$ cat src/design/vmt_pkg.sv
// ----------------------------------------------------------------------------
// vmt_pkg
// Types and constants shared by the virtio MMIO transport register block.
// ----------------------------------------------------------------------------
package vmt_pkg;

    typedef struct packed {
        logic [1:0]  cmd;
        logic [4:0]  reg_index;
        logic [31:0] write_value;
    } req_t;

    typedef struct packed {
        logic [31:0] read_value;
        logic        irq_line;
        logic        notify_valid;
        logic [15:0] notify_queue;
    } rsp_t;

    localparam logic [1:0] CMD_READ  = 2'd0;
    localparam logic [1:0] CMD_WRITE = 2'd1;
    localparam logic [1:0] CMD_EVENT = 2'd2;

    localparam logic [4:0] REG_MAGIC        = 5'd0;
    localparam logic [4:0] REG_VERSION      = 5'd1;
    localparam logic [4:0] REG_DEVICE_ID    = 5'd2;
    localparam logic [4:0] REG_DEV_FEAT     = 5'd3;
    localparam logic [4:0] REG_DEV_FEAT_SEL = 5'd4;
    localparam logic [4:0] REG_DRV_FEAT     = 5'd5;
    localparam logic [4:0] REG_DRV_FEAT_SEL = 5'd6;
    localparam logic [4:0] REG_QUEUE_SEL    = 5'd7;
    localparam logic [4:0] REG_QUEUE_MAX    = 5'd8;
    localparam logic [4:0] REG_QUEUE_SIZE   = 5'd9;
    localparam logic [4:0] REG_QUEUE_READY  = 5'd10;
    localparam logic [4:0] REG_QUEUE_NOTIFY = 5'd11;
    localparam logic [4:0] REG_IRQ_STATUS   = 5'd12;
    localparam logic [4:0] REG_IRQ_ACK      = 5'd13;
    localparam logic [4:0] REG_STATUS       = 5'd14;
    localparam logic [4:0] REG_DESC_BASE    = 5'd15;
    localparam logic [4:0] REG_AVAIL_BASE   = 5'd16;
    localparam logic [4:0] REG_USED_BASE    = 5'd17;

    localparam logic [1:0] CFG_DEVICE_TYPE = 2'd0;
    localparam logic [1:0] CFG_FEAT_LOW    = 2'd1;
    localparam logic [1:0] CFG_FEAT_HIGH   = 2'd2;
    localparam logic [1:0] CFG_QUEUE_LIMIT = 2'd3;

    localparam logic [31:0] MAGIC_WORD   = 32'h7472_6976;
    localparam logic [31:0] MMIO_VERSION = 32'd2;
    localparam int          STATUS_FEATURES_OK_BIT = 3;

    localparam logic [7:0]  DEVICE_TYPE_RESET = 8'd2;
    localparam logic [31:0] FEAT_LOW_RESET    = 32'd0;
    localparam logic [31:0] FEAT_HIGH_RESET   = 32'd1;
    localparam logic [15:0] QUEUE_LIMIT_RESET = 16'd256;

endpackage

$ cat src/design/virtio_mmio_transport_regs.sv
// ----------------------------------------------------------------------------
// virtio_mmio_transport_regs
// Device-side register block of a virtio MMIO transport, version 2 layout.
// ----------------------------------------------------------------------------
// A request is taken on any cycle with start high; busy is always low, so one
// request per cycle is sustained. Each request is registered, decoded and
// applied in the following cycle. Its result appears on the result port with
// done high once it has passed the input register and the result register.
// The result is shown for one cycle only and cannot be stalled. Configuration
// writes are taken whenever no request sits in the input register.
module virtio_mmio_transport_regs
    import vmt_pkg::*;
#(
    parameter int QUEUE_COUNT = 8
) (
    input  logic        clk,
    input  logic        rst_n,
    input  logic        start,
    output logic        busy,
    input  req_t        request,
    output logic        done,
    output rsp_t        result,
    input  logic        cfg_valid,
    output logic        cfg_ready,
    input  logic [1:0]  cfg_index,
    input  logic [31:0] cfg_data
);

    localparam int QW = (QUEUE_COUNT > 1) ? $clog2(QUEUE_COUNT) : 1;
    localparam logic [16:0] QUEUE_LIMIT = 17'(QUEUE_COUNT);

    logic        req_valid_reg;
    req_t        req_reg;
    logic        done_reg;
    rsp_t        rsp_reg;
    rsp_t        rsp_next;

    logic [7:0]  device_type_reg;
    logic [31:0] feat_low_reg;
    logic [31:0] feat_high_reg;
    logic [15:0] queue_limit_reg;

    logic [7:0]  device_status_reg, device_status_next;
    logic [31:0] offer_page_reg, offer_page_next;
    logic [31:0] accepted_reg [2];
    logic [31:0] accepted_next [2];
    logic [31:0] accept_page_reg, accept_page_next;
    logic [15:0] selected_queue_reg, selected_queue_next;
    logic [15:0] ring_entries_reg [QUEUE_COUNT];
    logic [15:0] ring_entries_next [QUEUE_COUNT];
    logic        ring_ready_reg [QUEUE_COUNT];
    logic        ring_ready_next [QUEUE_COUNT];
    logic [31:0] desc_base_reg [QUEUE_COUNT];
    logic [31:0] desc_base_next [QUEUE_COUNT];
    logic [31:0] avail_base_reg [QUEUE_COUNT];
    logic [31:0] avail_base_next [QUEUE_COUNT];
    logic [31:0] used_base_reg [QUEUE_COUNT];
    logic [31:0] used_base_next [QUEUE_COUNT];
    logic [1:0]  irq_causes_reg, irq_causes_next;

    logic          qok;
    logic [QW-1:0] qidx;
    logic          feat_ok;
    logic [31:0]   read_word;
    logic [7:0]    status_value;

    assign busy      = 1'b0;
    assign cfg_ready = ~req_valid_reg;
    assign done      = done_reg;
    assign result    = rsp_reg;

    assign qok  = {1'b0, selected_queue_reg} < QUEUE_LIMIT;
    assign qidx = selected_queue_reg[QW-1:0];
    assign feat_ok = ((accepted_reg[0] & ~feat_low_reg) == 32'd0)
                  && ((accepted_reg[1] & ~feat_high_reg) == 32'd0)
                  && accepted_reg[1][0];
    assign status_value = req_reg.write_value[7:0];

    always_ff @(posedge clk or negedge rst_n)
    begin
        if (!rst_n)
        begin
            req_valid_reg <= 1'b0;
            done_reg      <= 1'b0;
        end
        else
        begin
            req_valid_reg <= start && !busy;
            done_reg      <= req_valid_reg;
        end
    end

    always_ff @(posedge clk)
    begin
        if (start && !busy)
        begin
            req_reg <= request;
        end
        rsp_reg <= rsp_next;
    end

    always_ff @(posedge clk or negedge rst_n)
    begin
        if (!rst_n)
        begin
            device_type_reg <= DEVICE_TYPE_RESET;
            feat_low_reg    <= FEAT_LOW_RESET;
            feat_high_reg   <= FEAT_HIGH_RESET;
            queue_limit_reg <= QUEUE_LIMIT_RESET;
        end
        else if (cfg_valid && cfg_ready)
        begin
            unique case (cfg_index)
                CFG_DEVICE_TYPE: device_type_reg <= cfg_data[7:0];
                CFG_FEAT_LOW:    feat_low_reg    <= cfg_data;
                CFG_FEAT_HIGH:   feat_high_reg   <= cfg_data;
                CFG_QUEUE_LIMIT: queue_limit_reg <= cfg_data[15:0];
                default: ;
            endcase
        end
    end

    always_comb
    begin
        read_word = 32'd0;
        unique case (req_reg.reg_index)
            REG_MAGIC:     read_word = MAGIC_WORD;
            REG_VERSION:   read_word = MMIO_VERSION;
            REG_DEVICE_ID: read_word = {24'd0, device_type_reg};
            REG_DEV_FEAT:
            begin
                if (offer_page_reg == 32'd0)
                begin
                    read_word = feat_low_reg;
                end
                else if (offer_page_reg == 32'd1)
                begin
                    read_word = feat_high_reg;
                end
            end
            REG_DRV_FEAT:
            begin
                if (accept_page_reg[31:1] == 31'd0)
                begin
                    read_word = accepted_reg[accept_page_reg[0]];
                end
            end
            REG_QUEUE_MAX:   read_word = qok ? {16'd0, queue_limit_reg} : 32'd0;
            REG_QUEUE_SIZE:  read_word = qok ? {16'd0, ring_entries_reg[qidx]} : 32'd0;
            REG_QUEUE_READY: read_word = qok ? {31'd0, ring_ready_reg[qidx]} : 32'd0;
            REG_IRQ_STATUS:  read_word = {30'd0, irq_causes_reg};
            REG_STATUS:      read_word = {24'd0, device_status_reg};
            REG_DESC_BASE:   read_word = qok ? desc_base_reg[qidx] : 32'd0;
            REG_AVAIL_BASE:  read_word = qok ? avail_base_reg[qidx] : 32'd0;
            REG_USED_BASE:   read_word = qok ? used_base_reg[qidx] : 32'd0;
            default:         read_word = 32'd0;
        endcase
    end

    always_comb
    begin
        device_status_next  = device_status_reg;
        offer_page_next     = offer_page_reg;
        accepted_next       = accepted_reg;
        accept_page_next    = accept_page_reg;
        selected_queue_next = selected_queue_reg;
        ring_entries_next   = ring_entries_reg;
        ring_ready_next     = ring_ready_reg;
        desc_base_next      = desc_base_reg;
        avail_base_next     = avail_base_reg;
        used_base_next      = used_base_reg;
        irq_causes_next     = irq_causes_reg;
        rsp_next            = '0;

        if (req_valid_reg)
        begin
            unique case (req_reg.cmd)
                CMD_READ: rsp_next.read_value = read_word;
                CMD_WRITE:
                begin
                    unique case (req_reg.reg_index)
                        REG_DEV_FEAT_SEL: offer_page_next = req_reg.write_value;
                        REG_DRV_FEAT:
                        begin
                            if (accept_page_reg[31:1] == 31'd0)
                            begin
                                accepted_next[accept_page_reg[0]] = req_reg.write_value;
                            end
                        end
                        REG_DRV_FEAT_SEL: accept_page_next = req_reg.write_value;
                        REG_QUEUE_SEL: selected_queue_next = req_reg.write_value[15:0];
                        REG_QUEUE_SIZE:
                        begin
                            if (qok)
                            begin
                                ring_entries_next[qidx] = req_reg.write_value[15:0];
                            end
                        end
                        REG_QUEUE_READY:
                        begin
                            if (qok)
                            begin
                                ring_ready_next[qidx] = req_reg.write_value[0];
                            end
                        end
                        REG_QUEUE_NOTIFY:
                        begin
                            rsp_next.notify_valid = 1'b1;
                            rsp_next.notify_queue = req_reg.write_value[15:0];
                        end
                        REG_IRQ_ACK:
                        begin
                            irq_causes_next = irq_causes_reg & ~req_reg.write_value[1:0];
                        end
                        REG_STATUS:
                        begin
                            if (status_value == 8'd0)
                            begin
                                device_status_next  = 8'd0;
                                offer_page_next     = 32'd0;
                                accepted_next[0]    = 32'd0;
                                accepted_next[1]    = 32'd0;
                                accept_page_next    = 32'd0;
                                selected_queue_next = 16'd0;
                                irq_causes_next     = 2'd0;
                                for (int i = 0; i < QUEUE_COUNT; i++)
                                begin
                                    ring_entries_next[i] = 16'd0;
                                    ring_ready_next[i]   = 1'b0;
                                    desc_base_next[i]    = 32'd0;
                                    avail_base_next[i]   = 32'd0;
                                    used_base_next[i]    = 32'd0;
                                end
                            end
                            else
                            begin
                                device_status_next = status_value;
                                if (!feat_ok)
                                begin
                                    device_status_next[STATUS_FEATURES_OK_BIT] = 1'b0;
                                end
                            end
                        end
                        REG_DESC_BASE:
                        begin
                            if (qok)
                            begin
                                desc_base_next[qidx] = req_reg.write_value;
                            end
                        end
                        REG_AVAIL_BASE:
                        begin
                            if (qok)
                            begin
                                avail_base_next[qidx] = req_reg.write_value;
                            end
                        end
                        REG_USED_BASE:
                        begin
                            if (qok)
                            begin
                                used_base_next[qidx] = req_reg.write_value;
                            end
                        end
                        default: ;
                    endcase
                end
                CMD_EVENT: irq_causes_next = irq_causes_reg | req_reg.write_value[1:0];
                default: ;
            endcase
        end

        rsp_next.irq_line = |irq_causes_next;
    end

    always_ff @(posedge clk or negedge rst_n)
    begin
        if (!rst_n)
        begin
            device_status_reg  <= 8'd0;
            offer_page_reg     <= 32'd0;
            accepted_reg[0]    <= 32'd0;
            accepted_reg[1]    <= 32'd0;
            accept_page_reg    <= 32'd0;
            selected_queue_reg <= 16'd0;
            irq_causes_reg     <= 2'd0;
            for (int i = 0; i < QUEUE_COUNT; i++)
            begin
                ring_entries_reg[i] <= 16'd0;
                ring_ready_reg[i]   <= 1'b0;
                desc_base_reg[i]    <= 32'd0;
                avail_base_reg[i]   <= 32'd0;
                used_base_reg[i]    <= 32'd0;
            end
        end
        else
        begin
            device_status_reg  <= device_status_next;
            offer_page_reg     <= offer_page_next;
            accepted_reg       <= accepted_next;
            accept_page_reg    <= accept_page_next;
            selected_queue_reg <= selected_queue_next;
            irq_causes_reg     <= irq_causes_next;
            ring_entries_reg   <= ring_entries_next;
            ring_ready_reg     <= ring_ready_next;
            desc_base_reg      <= desc_base_next;
            avail_base_reg     <= avail_base_next;
            used_base_reg      <= used_base_next;
        end
    end

    // Every registered request yields exactly one result in the next cycle.
    assert property (@(posedge clk) disable iff (!rst_n)
        done == $past(req_valid_reg))
        else $error("result strobe does not follow the registered request");

    assert property (@(posedge clk) disable iff (!rst_n)
        done |-> (result.irq_line == (irq_causes_reg != 2'd0)))
        else $error("irq_line disagrees with the interrupt status");

    assert property (@(posedge clk) disable iff (!rst_n)
        (done && result.notify_valid) |-> (result.read_value == 32'd0))
        else $error("notify result carries read data");

    assert property (@(posedge clk) disable iff (!rst_n)
        (req_valid_reg && req_reg.cmd == CMD_WRITE && req_reg.reg_index == REG_STATUS
            && req_reg.write_value[7:0] == 8'd0)
        |=> (device_status_reg == 8'd0 && irq_causes_reg == 2'd0
            && selected_queue_reg == 16'd0))
        else $error("status reset did not clear the transport state");

endmodule

$ cat config.mk
export PLATFORM = sky130hd
export DESIGN_NAME = virtio_mmio_transport_regs
export DESIGN_NICKNAME = d
export VERILOG_FILES = /design/src/design/vmt_pkg.sv /design/src/design/virtio_mmio_transport_regs.sv
export SDC_FILE = /design/constraint.sdc
export NUM_CORES = 2
export LEC_CHECK = 0
export BUFFER_PORTS_ARGS = -buffer_cell sky130_fd_sc_hd__buf_2
export CORE_ASPECT_RATIO = 1.75
export CORE_UTILIZATION = 25
export CTS_CLUSTER_DIAMETER = 40
export DETAILED_ROUTE_END_ITERATION = 12
export PLACE_DENSITY_LB_ADDON = 0.08
export SYNTH_ARGS = -nofsm -noshare
export SYNTH_HDL_FRONTEND = slang
export SYNTH_SLANG_ARGS = --single-unit
export TNS_END_PERCENT = 50
$ cat constraint.sdc
create_clock -name clk -period 4.4 [get_ports clk]
set_clock_uncertainty 0.2 [all_clocks]
set_input_delay 0.88 -clock clk [delete_from_list [all_inputs] [get_ports clk]]
set_output_delay 0.88 -clock clk [all_outputs]
set_load 0.05 [all_outputs]
Word-level counts from Yosys, hierarchy flattened
Index checks and enable logic that the tools add are counted.
Cells by class
  $lt $le $gt $ge: 5
  equality and inequality tests: 30
  mux-type cells: 70
  bitwise operators: 10
  reduce and logical (&&, ||, !) cells: 40
Operators with widths (number)
  $pmux 256 s2: 3
  $mux 256: 4
  $bwmux 256: 3
  $mux 32: 18
  $pmux 32 s13: 1
  $bmux 32 s3: 3
  $mux 128: 2
  $pmux 128 s2: 1
  $bwmux 128: 1
  $mux 64: 2
  $pmux 32 s2: 2
  $pmux 64 s2: 1
  $demux 32 s3: 1
  $logic_not 32->1: 3
  $mux 16: 6
  $and 32x32->32: 2
  $bwmux 64: 1
  $not 32->32: 2
  $bmux 16 s3: 1
  $demux 16 s3: 1
  $eq 5x4->1 const B: 8
  $demux 32 s1: 1
  $eq 32x1->1 const B: 1
  $pmux 16 s2: 1
  other kinds (38): 86
Word-level totals
  register bits: 1237
  bits of input ports: 77
  output and inout port bits: 53
  word-level logic and storage cells: 215

Logic depth before layout (Yosys ltp)
  depth in word-level cells: 8
  depth in mapped cells: 10
  mapped depth without buffers: 7

Worst setup path before layout
OpenSTA, ideal clock, no wires.
  path type: flip-flop to flip-flop
  start point: reg req_reg[35] in the netlist's numbering
  end point: reg accepted_reg[48] in the netlist's numbering
  library setup time: 121 ps
  arrival time: 2413 ps
  required time: 4079 ps
  path slack: 1666 ps
  cell stages (with the launch flop): 9
  buffers on the path: 2
  period minus slack after synthesis: 2734 ps
  path through: edfxtp_1 or3b_1 or4_1 or4_1 clkbuf_1 o21ai_1 nand2_1 buf_2 a22o_1
On the way
  cells in the longest elaborated chain, start to end: 3
  elaborated cells between the ends (all ways): 7
  those cells by class: 4 x eq/ne; 1 x mux; 2 x reduce/logical
Ends and longest elaborated chain
  start: declaration: RTL line virtio_mmio_transport_regs.sv:33  | req_t req_reg;
  start signal: assignment: RTL line virtio_mmio_transport_regs.sv:97  | req_reg <= request;
  $eq 5x3->1 / $eq 5x4->1 (equally long branches): RTL line virtio_mmio_transport_regs.sv:181  | unique case (req_reg.reg_index)
  $ne 2x2->1 (no source line) / $reduce_bool 2->1 (equally long branches)
  $reduce_and 5->1 (no source line)
  end signal: assignment: RTL line virtio_mmio_transport_regs.sv:300  | accepted_reg <= accepted_next;
  end: declaration: RTL line virtio_mmio_transport_regs.sv:45  | logic [31:0] accepted_reg [2];
Parallel ways exist; a longest one is shown, timed or not.
A chain may end at the register's enable or synchronous reset.

Final worst setup path
  start point: reg selected_queue_reg[2]
  end point: reg rsp_reg, in the netlist result[29]
On the way
  cells in the longest elaborated chain, start to end: 6
  elaborated cells between the ends (all ways): 20
  those cells by class: 1 x order compare; 18 x mux; 1 x bitwise
Ends and longest elaborated chain
  start: declaration: RTL line virtio_mmio_transport_regs.sv:48  | logic [15:0] selected_queue_reg, selected_queue_next;
  start signal: assignment: RTL line virtio_mmio_transport_regs.sv:302  | selected_queue_reg <= selected_queue_next;
  parallel branches: the longest is 5 deep, another holds $lt 16x4->1
  $pmux 32 s13 (*): RTL line virtio_mmio_transport_regs.sv:126  | unique case (req_reg.reg_index)
  end signal: assignment: RTL line virtio_mmio_transport_regs.sv:99  | rsp_reg <= rsp_next;
  end: declaration: RTL line virtio_mmio_transport_regs.sv:35  | rsp_t rsp_reg;
Every way passes the cells marked *. The select of a mux whose other input is x is not followed.

==> results.yml <==
synthesis:
  synthTopCellsByCount: "dfrtp_1 (1145), a32o_1 (771), clkbuf_1 (482)"
  yosysTopAreaCellShare_pct: 52.9
  synth_compound_area_share_pct: 26.3
  yosysTopAreaCell: "dfrtp_1"
  synth_xor_area_share_pct: 0
  ys_async_sr_fraction_pct: 92.8
  yosysWarnings: 0
  synth_area_leaders: "dfrtp_1 (53%), a32o_1 (14%), mux2_2 (3.8%)"
  synth_nets: 4458
  syn_inst: 4378
  synth_adder_area_share_pct: 0.0693
  synth_edf_count: 39
  synthesis.area_sq_um: 54100
  synth_cell_types: 79
  yosysMostFrequentCell: "dfrtp_1"
  synth_top_family_by_area: "compound AO/OA/AOI/OAI gates"
  ys.flop_type: "dfrtp_1"
  synth_seq_area_share_pct: 57.1
  synth_mux_area_share_pct: 8.22
  synth_seq_cells: 1237
  post_synth_and_or_nand_nor_area_fraction_pct: 3.79
  avgSynthCellArea_sq_um: 12.4
grt:
  antenna_found_initial: 12
  grt_usage_pct: 26.1
  grt_pass1_vias: 44800
  gr-total-overflow: 0
  grt_pass1_wl_um: 399000
  grt_max_degree: 95
detailed_routing:
  avgViaCountPerCell: 5.82
  ant_nets: 0
  drt_wl_total_um: 290000
  post_drt_wl_per_cell_um: 38.6
  vias: 43600
  drt_iter0_drc: 4064
  drt-pass1-iter-count: 5
  drcViolationCount: 0
sta:
  hold_viol_final: 0
  finalSetupTns_ns: 0
  rsz0062_at_grt: "false"
  finalSetupViolCount: 0
  drv_slew: 0
  period_needed_ns: 4.03
  fmax_mhz: 248
  slew_headroom_pct: 8.84
  period_share_pct: 91.5
  tightest_slew_ns: 1.35
clocking:
  numClockSinks: 1237
  cts.path.max_buffers: 4
  cts_root_buffer: "clkbuf_16"
  cts_buffers: 162
  post_cts_resized: 0
  clk_latency_ns: 0.82
  clkTransAtPathRegs_ns: 0.06
  cts_tree: "built"
  htree_levels: 4
die:
  die-area_sq_um: 218000
  die_x_um: 354
  core_sq_um: 215000
  io_pins: 130
  row_count: 225
  die_height_um: 618
  initial_utilization_pct: 25.2
pwr:
  totalPowerFinal_mw: 30.3
  p_per_area_nw_per_um2: 456
  p_leak_nw: 27.4
  ir_worst_vdd_uv: 356
min_path:
  min_to: "req_reg[9]"
  hold-path-cell-count: 1
  hp-class: "in -> reg"
  hold_start: "request[9]"
placement:
  gp_congestion: 0.853
  hpwl_um: 187000
  io_buffers: 128
worst_setup_path:
  timing_worst_setup_path_type: "reg -> reg"
  crit_chain: "buf_4, mux2i_1, a2bb2oi_1, o22ai_1, nor3_1, buf_4, nor4_1, buf_4, o22ai_1"
  path_common_cell: "buf_4"
  critPathMaxFanout: 27
  crit_arrival_ns: 4.50
  cp_num_buf_inv: 3
  reg2reg_slack_ns: 0.37
  crit_family: "simple AND/OR/NAND/NOR gates"
  rr_endpoint: "result[29]"
  worstSetupEndpointType: "flop"
  startpoint_type: "flop"
  cp_slowest_cell: "nor4_1"
  crit-reg2reg-launch: "selected_queue_reg[2]"
  critPathMaxStageDelay_ns: 1.09
  required_ns: 4.88
  worstRegToRegCells: 9
status:
  status: "finished clean"
cells_and_area:
  drive_gt1_share_pct: 22.9
  layout.nets: 4580
  area_growth_pct: 22.8
flow_run:
  drv_cap: 0
cell families after synthesis:
family,Yosys count
compound gates,1679
buf+inv,640
fa+ha+maj,3
simple gates,438
mux,380
flops,1237
other cells,1
power by group:
part           total, mW  internal [mW]  leakage, nW  switching [mW]
logic               4.34           1.25         8.17            3.09
clock network       13.7           8.21         2.62            5.53
registers           12.3           11.9         16.6           0.393
total               30.3           21.3         27.4            9.02
per-stage QoR:
stage          util [%]  std cells  hold slack, ns  setup slack, ns  cell area (sq um)
2_1_floorplan         -       4378           0.248             1.67              54100
3_3_place_gp       28.2       7140           0.264            0.456              60600
3_5_place_dp       28.2       7140           0.269            0.495              60700
4_1_cts            30.9       7458         0.00683            0.496              66400
5_1_grt            30.9       7486          0.0371            0.342              66400
6_report           30.9       7496          0.0629            0.375              66500
how the worst max path moves through the flow:
stage / from / cells past startpoint / slack, ns / to
6_report: selected_queue_reg[2] / 9 / 0.37 / result[29]
5_1_grt: selected_queue_reg[2] / 9 / 0.34 / result[29]
4_1_cts: selected_queue_reg[2] / 9 / 0.50 / result[29]
3_5_place_dp: selected_queue_reg[2] / 9 / 0.50 / result[29]
3_3_place_gp: selected_queue_reg[2] / 9 / 0.46 / result[29]
2_1_floorplan: req_reg[35] / 8 / 1.67 / accepted_reg[48]
cells in the final DEF, fill, tap and decap left out, types with 19 or more instances in the layout:
cell	netlist	routed
a211oi_1	22	19
a21oi_1	67	66
a221oi_1	35	35
a22o_1	39	39
a22oi_1	27	27
a32o_1	771	771
and2_1	22	21
buf_12	0	94
buf_2	44	127
buf_4	1	285
clkbuf_1	482	33
clkbuf_16	0	169
clkbuf_8	0	24
clkinv_2	0	20
dfrtp_1	1145	1140
dfxtp_1	50	50
diode_2	0	38
dlygate4sd3_1	0	33
edfxtp_1	39	39
inv_1	56	56
mux2_2	182	182
mux2i_1	161	161
mux4_2	33	33
nand2_1	200	196
nor2_1	76	65
nor4_1	26	24
o21ai_0	64	64
o21ai_1	129	102
o21ai_4	0	26
o221ai_1	90	90
o22a_1	21	21
o22ai_1	163	163
o2bb2ai_1	163	163
per-layer routing:
| metal | up-vias | routed length, um | GRT usage (%) |
|---|---|---|---|
| met3 | 522 | 13200 | 3.27 |
| li1 | 17800 | - | - |
| met5 | - | 33 | 0 |
| met1 | 23700 | 111000 | 30.4 |
| met4 | 4 | 17900 | 13.9 |
| met2 | 1609 | 148000 | 46.1 |
cell type report:
| cell class | instances | area, sq um |
|---|---|---|
| sequential | 1237 | 30900 |
| tap | 2837 | 3550 |
| fill | 21800 | 148000 |
| multi-input combinational | 2501 | 21300 |
| clock buffer | 226 | 4680 |
| antenna | 38 | 95.1 |
| inverter | 59 | 223 |
| timing repair buffer | 539 | 4990 |
| clock inverter | 59 | 703 |
repair_timing:
action,in CTS,in global routing
setup buffers,0,0
endpoints found under the hold margin,93,0
hold buffers,33,0
(Power assumes the default switching activity.)
